<file path="config.mk">
export PLATFORM = sky130hd
export DESIGN_NAME = snd_front
export DESIGN_NICKNAME = d
export VERILOG_FILES = /design/src/sv/snd_pkg.sv /design/src/sv/snd_front.sv
export SDC_FILE = /design/constraint.sdc
export NUM_CORES = 1
export LEC_CHECK = 0
export ABC_AREA = 1
export ABC_CLOCK_PERIOD_IN_PS = 2780
export BUFFER_PORTS_ARGS = -buffer_cell sky130_fd_sc_hd__buf_4
export CELL_PAD_IN_SITES_DETAIL_PLACEMENT = 0
export CELL_PAD_IN_SITES_GLOBAL_PLACEMENT = 1
export CORE_ASPECT_RATIO = 1.5
export CORE_MARGIN = 8
export CORE_UTILIZATION = 39
export DETAILED_ROUTE_END_ITERATION = 10
export PLACE_DENSITY_LB_ADDON = 0.1
export SYNTH_ARGS = -nofsm -noshare
export SYNTH_HDL_FRONTEND = slang
export SYNTH_SLANG_ARGS = --single-unit
</file>
<file path="constraint.sdc">
create_clock -name clk -period 2.78 [get_ports clk]
set_input_delay 0.834 -clock clk [delete_from_list [all_inputs] [get_ports clk]]
set_output_delay 0.834 -clock clk [all_outputs]
set_load 0.02 [all_outputs]
</file>
<file path="src/sv/snd_pkg.sv">
// ----------------------------------------------------------------------------
// snd_pkg
// shared types and codes for the shared neighbor density block
// ----------------------------------------------------------------------------
`timescale 1ns / 1ps

package snd_pkg;

    // command kinds
    typedef enum logic [1:0] {
        KIND_SLOT   = 2'd0,
        KIND_LABEL  = 2'd1,
        KIND_QUERY  = 2'd2,
        KIND_UNUSED = 2'd3
    } kind_t;

    // configuration register indexes
    localparam logic REG_THRESHOLD  = 1'b0;
    localparam logic REG_NEIGHBOURS = 1'b1;

    localparam int ROW_W   = 10;
    localparam int SLOT_W  = 4;
    localparam int VALUE_W = 32;
    localparam int REACH_W = 11;
    localparam int DENS_W  = 5;
    localparam int CFG_W   = 5;

    // one queued transaction
    typedef struct packed {
        kind_t                      kind;
        logic [ROW_W-1:0]           row;
        logic [SLOT_W-1:0]          slot;
        logic signed [VALUE_W-1:0]  value;
    } cmd_t;

endpackage

</file>
<file path="src/sv/snd_front.sv">
// ----------------------------------------------------------------------------
// snd_front
// accepts transactions, drops unused kinds and queues the rest
// ----------------------------------------------------------------------------
`timescale 1ns / 1ps

module snd_front
    import snd_pkg::*;
(
    input  logic                      clk,
    input  logic                      rst_n,
    input  logic                      start,
    input  logic [1:0]                kind,
    input  logic [ROW_W-1:0]          row,
    input  logic [SLOT_W-1:0]         slot,
    input  logic signed [VALUE_W-1:0] value,
    output logic                      busy,
    output logic                      cmd_valid,
    output cmd_t                      cmd,
    input  logic                      cmd_pop
);

    cmd_t       q_mem_reg [2];
    logic       wr_ptr_reg, wr_ptr_next;
    logic       rd_ptr_reg, rd_ptr_next;
    logic [1:0] count_reg, count_next;
    logic       push;

    // classification: unused kinds are taken but never queued
    assign busy      = (count_reg == 2'd2);
    assign push      = start && !busy && (kind != KIND_UNUSED);
    assign cmd_valid = (count_reg != 2'd0);
    assign cmd       = q_mem_reg[rd_ptr_reg];

    // pointer and count update
    always_comb
    begin
        wr_ptr_next = wr_ptr_reg;
        rd_ptr_next = rd_ptr_reg;
        count_next  = count_reg;
        if (push)
        begin
            wr_ptr_next = !wr_ptr_reg;
        end
        if (cmd_pop)
        begin
            rd_ptr_next = !rd_ptr_reg;
        end
        if (push && !cmd_pop)
        begin
            count_next = count_reg + 2'd1;
        end
        else if (!push && cmd_pop)
        begin
            count_next = count_reg - 2'd1;
        end
    end

    always_ff @(posedge clk or negedge rst_n)
    begin
        if (!rst_n)
        begin
            wr_ptr_reg <= 1'b0;
            rd_ptr_reg <= 1'b0;
            count_reg  <= 2'd0;
        end
        else
        begin
            wr_ptr_reg <= wr_ptr_next;
            rd_ptr_reg <= rd_ptr_next;
            count_reg  <= count_next;
        end
    end

    // queue storage
    always_ff @(posedge clk)
    begin
        if (push)
        begin
            q_mem_reg[wr_ptr_reg] <= '{kind: kind_t'(kind), row: row, slot: slot, value: value};
        end
    end

endmodule

</file>
* Word level (Yosys, flattened, before mapping) *
Memory sizes are Yosys's and may differ from the RTL's.
Cells that the tools add are included.
Widths: inputs -> output; s select.

storage, ports and cells
  memories kept = 1
  register bits = 4
  logic and storage cells = 23
  RAM bits = 96

memories
  name       words  width  rd ports  clocked after Yosys merged registers in  write ports  RTL line         text
  q_mem_reg  2      48     1         0                                        1            snd_front.sv:23  cmd_t q_mem_reg [2];

operators by class
  $add $sub $neg = 2
  muxes and demuxes = 4
  equality and inequality tests = 2
  reduce and logical (&&, ||, !) cells = 11

operators with widths
  kind                 number
  $logic_not 1->1      5
  $logic_and 1x1->1    4
  $mux 2               2
  $reduce_bool 2->1    2
  $add 2x1->2 const B  1
  $eq 2x2->1 const B   1
  $mux 1               2
  $ne 2x2->1 const B   1
  $sub 2x1->2 const B  1

* Logic depth before layout (Yosys ltp) *
  depth after elaboration = 8
  gate-level depth with buffers = 9

* Least setup slack after synthesis *
Ideal clock, no wire load.

  kind = input-to-reg
  from = input port kind[0]
  to = memory q_mem_reg[1][0] (netlist bit), enable pin
  buffers on the path = 0
  arrival time = 3017 ps
  setup slack = -690 ps
  cell stages on the path = 3
  cells stage by stage = nand2_1 nand3_1 nor2_1

between the ends
  word-level cells in the longest chain between the ends = 4

RTL lines
  element                       RTL line         text
  from (decl)                   snd_front.sv:13  input logic [1:0] kind,
  $ne 2x2->1                    snd_front.sv:31  assign push = start && !busy && (kind != KIND_UNUSED);
  $logic_and 1x1->1             snd_front.sv:31
  $mux 1                        snd_front.sv:78  if (push)
  $mux 1 (not written as such)  snd_front.sv:80  q_mem_reg[wr_ptr_reg] <= '{kind: kind_t'(kind), row: row, slot: slot, value: value};
  to (decl)                     snd_front.sv:23

Every way passes these cells.

==> qor.csv <==
metric,value,unit
clk_lat worst skew,330,ps
RSZ-0062 raised after global routing,false,
number of CTS-inserted buffers,9,
critical path type,flop to primary output,
Reg2Reg Setup Slack,1230,ps
first-pass GRT wire length,10.7,mm
largest net degree at the start of global routing,46,
Synth Cell Area,3730,um^2
area grow syn2layout,33.7,%
crit path capture,cmd[9],
Syn Inst Count,180,
Fin. Hold Viols,0,
CTS tree,built,
setup TNS,0,ps
clk_skew,5.61,ps
Setup Buffers After CTS,0,
Initial DRT Pass Iterations,5,
power per cell area,1040,nW/um^2
Die W,95.9,um
"Avg Cell Area, Syn",20.7,um^2
largest buffer count on any clock path,2,
GRT Overall Usage,11.2,%
Slew @ Worst Pin,422,ps
WL/cell,16.9,um
total gr overflow,0,
Worst Setup End Kind,primary output,
post-synth top area share,77.2,%
hold crit path type,input port to asynchronous set/reset pin,
share of layout cells above drive strength 1,58.2,%
HPWL after DPL,4.95,mm
critical path launch point type,flop,
total routed wirelength,6.96,mm
final net count,345,
Leak,1.93,nW
"most common cell after layout, fill and taps aside",buf_4,
Hold Buf Count CTS,0,
CTS Root Cell,clkbuf_16,
period utilization,92.2,%
Routed Antenna Nets,0,
Initial Utilization,39.2,%
Die ar.,13000,um^2
post-route minimum period,2560,ps
status,"complete, no violations",
Sinks on Clock Net,100,
1st-iter DRT viols,53,
Slew Limit Headroom,71.9,%
die height,136,um
Worst Reg-to-Reg Cells,6,
max FFs per register,96,
required time worst endpoint,1950,ps
"commonest non-fill, non-tap cells in the layout","buf_4, edfxtp_1, mux2_2",
IO Pins,102,
# H-tree levels,3,
vias,1911,
register area share after synthesis,79.9,%
clock slew at reported path FFs,60,ps
number of synthesized register bits,100,
CP Max Fanout,20,
worst vdd ir,0.000473,V
antenna violations before repair,0,
# Max-Cap Violations,0,
crit path launch,rd_ptr_reg,
register area,2980,um^2
routed vias/inst,4.64,
synth unique cells,15,
Residual DRC,0,
Core ar.,9520,um^2
PnR worst setup slack,216,ps
Multi-input gate area,684,um^2
number of gates resized after CTS,0,
cell taking the most area after synthesis,edfxtp_1,
crit path DAT,1730,ps
layout filler cell count,801,
Setup Slack @ Placement,545,ps
Mapped Nets,233,
Final Wtd Congestion,0.710,
Finish-stage setup viols,0,
reg2reg end,q_mem_reg[0][1],
Fmax,390,MHz
Critical R2R Launch,count_reg[1],
Pwr Total,5.18,mW
vias in the first global route,2178,
Slew Limit Fails,0,
Syn. warnings,0,
Std-Cell Rows,44,
Antenna diodes,0,
synth top area cells,"edfxtp_1, mux2_2, mux2_4",
PortBufs,101,
==> cell type report <==
type                       count  area share, %
sequential                   100           59.7
timing repair buffer         106           16.7
multi-input combinational     68           13.7
clock buffer                   9           4.51
tap                          115           2.88
clock inverter                 7           1.95
inverter                       7          0.526
==> layer usage <==
metal  track usage (%)  part of all wire (%)
met1              10.9                    37
met2              19.7                    53
met3              3.92                   7.7
met4              6.18                   2.3
met5                 0                     0
==> critical path: stages (launching register included) <==
cell and delay [ps]:
dfrtp_2 630, buf_12 240, mux2_2 350, buf_4 160
==> report_power, final <==
group          switching [mW]  leakage [nW]  total [mW]  internal, mW
clock                   0.515         0.152        1.31         0.792
sequential              0.114         0.932        2.08          1.97
combinational           0.923         0.844        1.79         0.862
total                    1.55          1.93        5.18          3.62
==> cell usage after synthesis, drive strengths merged <==
cell,n
mux2,48
nand3,2
dfrtp,4
nand4,1
ha,1
nor2,3
edfxtp,96
xor2,1
nand2,11
xnor2,1
inv,7
buf,5
==> cells by family after synthesis <==
family / count (synthesis) / synth area share, %
xor+xnor: 2 / 0.469
fa+ha+maj: 1 / 0.335
buf+inv: 12 / 2.01
flops: 100 / 79.9
mux: 48 / 15.5
simple gates: 17 / 1.84
==> how the worst min path moves through the flow <==
| stage | start | end | cells past startpoint |
|---|---|---|---|
| finish | rst_n | count_reg[0] | 1 |
| global route | rst_n | count_reg[1] | 1 |
| CTS | rst_n | count_reg[1] | 1 |
| detailed placement | wr_ptr_reg | wr_ptr_reg | 2 |
| global placement | wr_ptr_reg | wr_ptr_reg | 2 |
| floorplan | wr_ptr_reg | wr_ptr_reg | 2 |
==> metrics by stage <==
| step | util (%) | cell area (um^2) | hold slack (ps) | std cells |
|---|---|---|---|---|
| floorplan | - | 3740 | 449 | 180 |
| global route | 52.4 | 4990 | 267 | 412 |
| global placement | 49.1 | 4670 | 464 | 396 |
| finish | 52.4 | 4990 | 287 | 412 |
| CTS | 52.4 | 4990 | 272 | 412 |
| detailed placement | 49.1 | 4670 | 486 | 396 |
No activity file was read; power rests on OpenSTA's default activity.
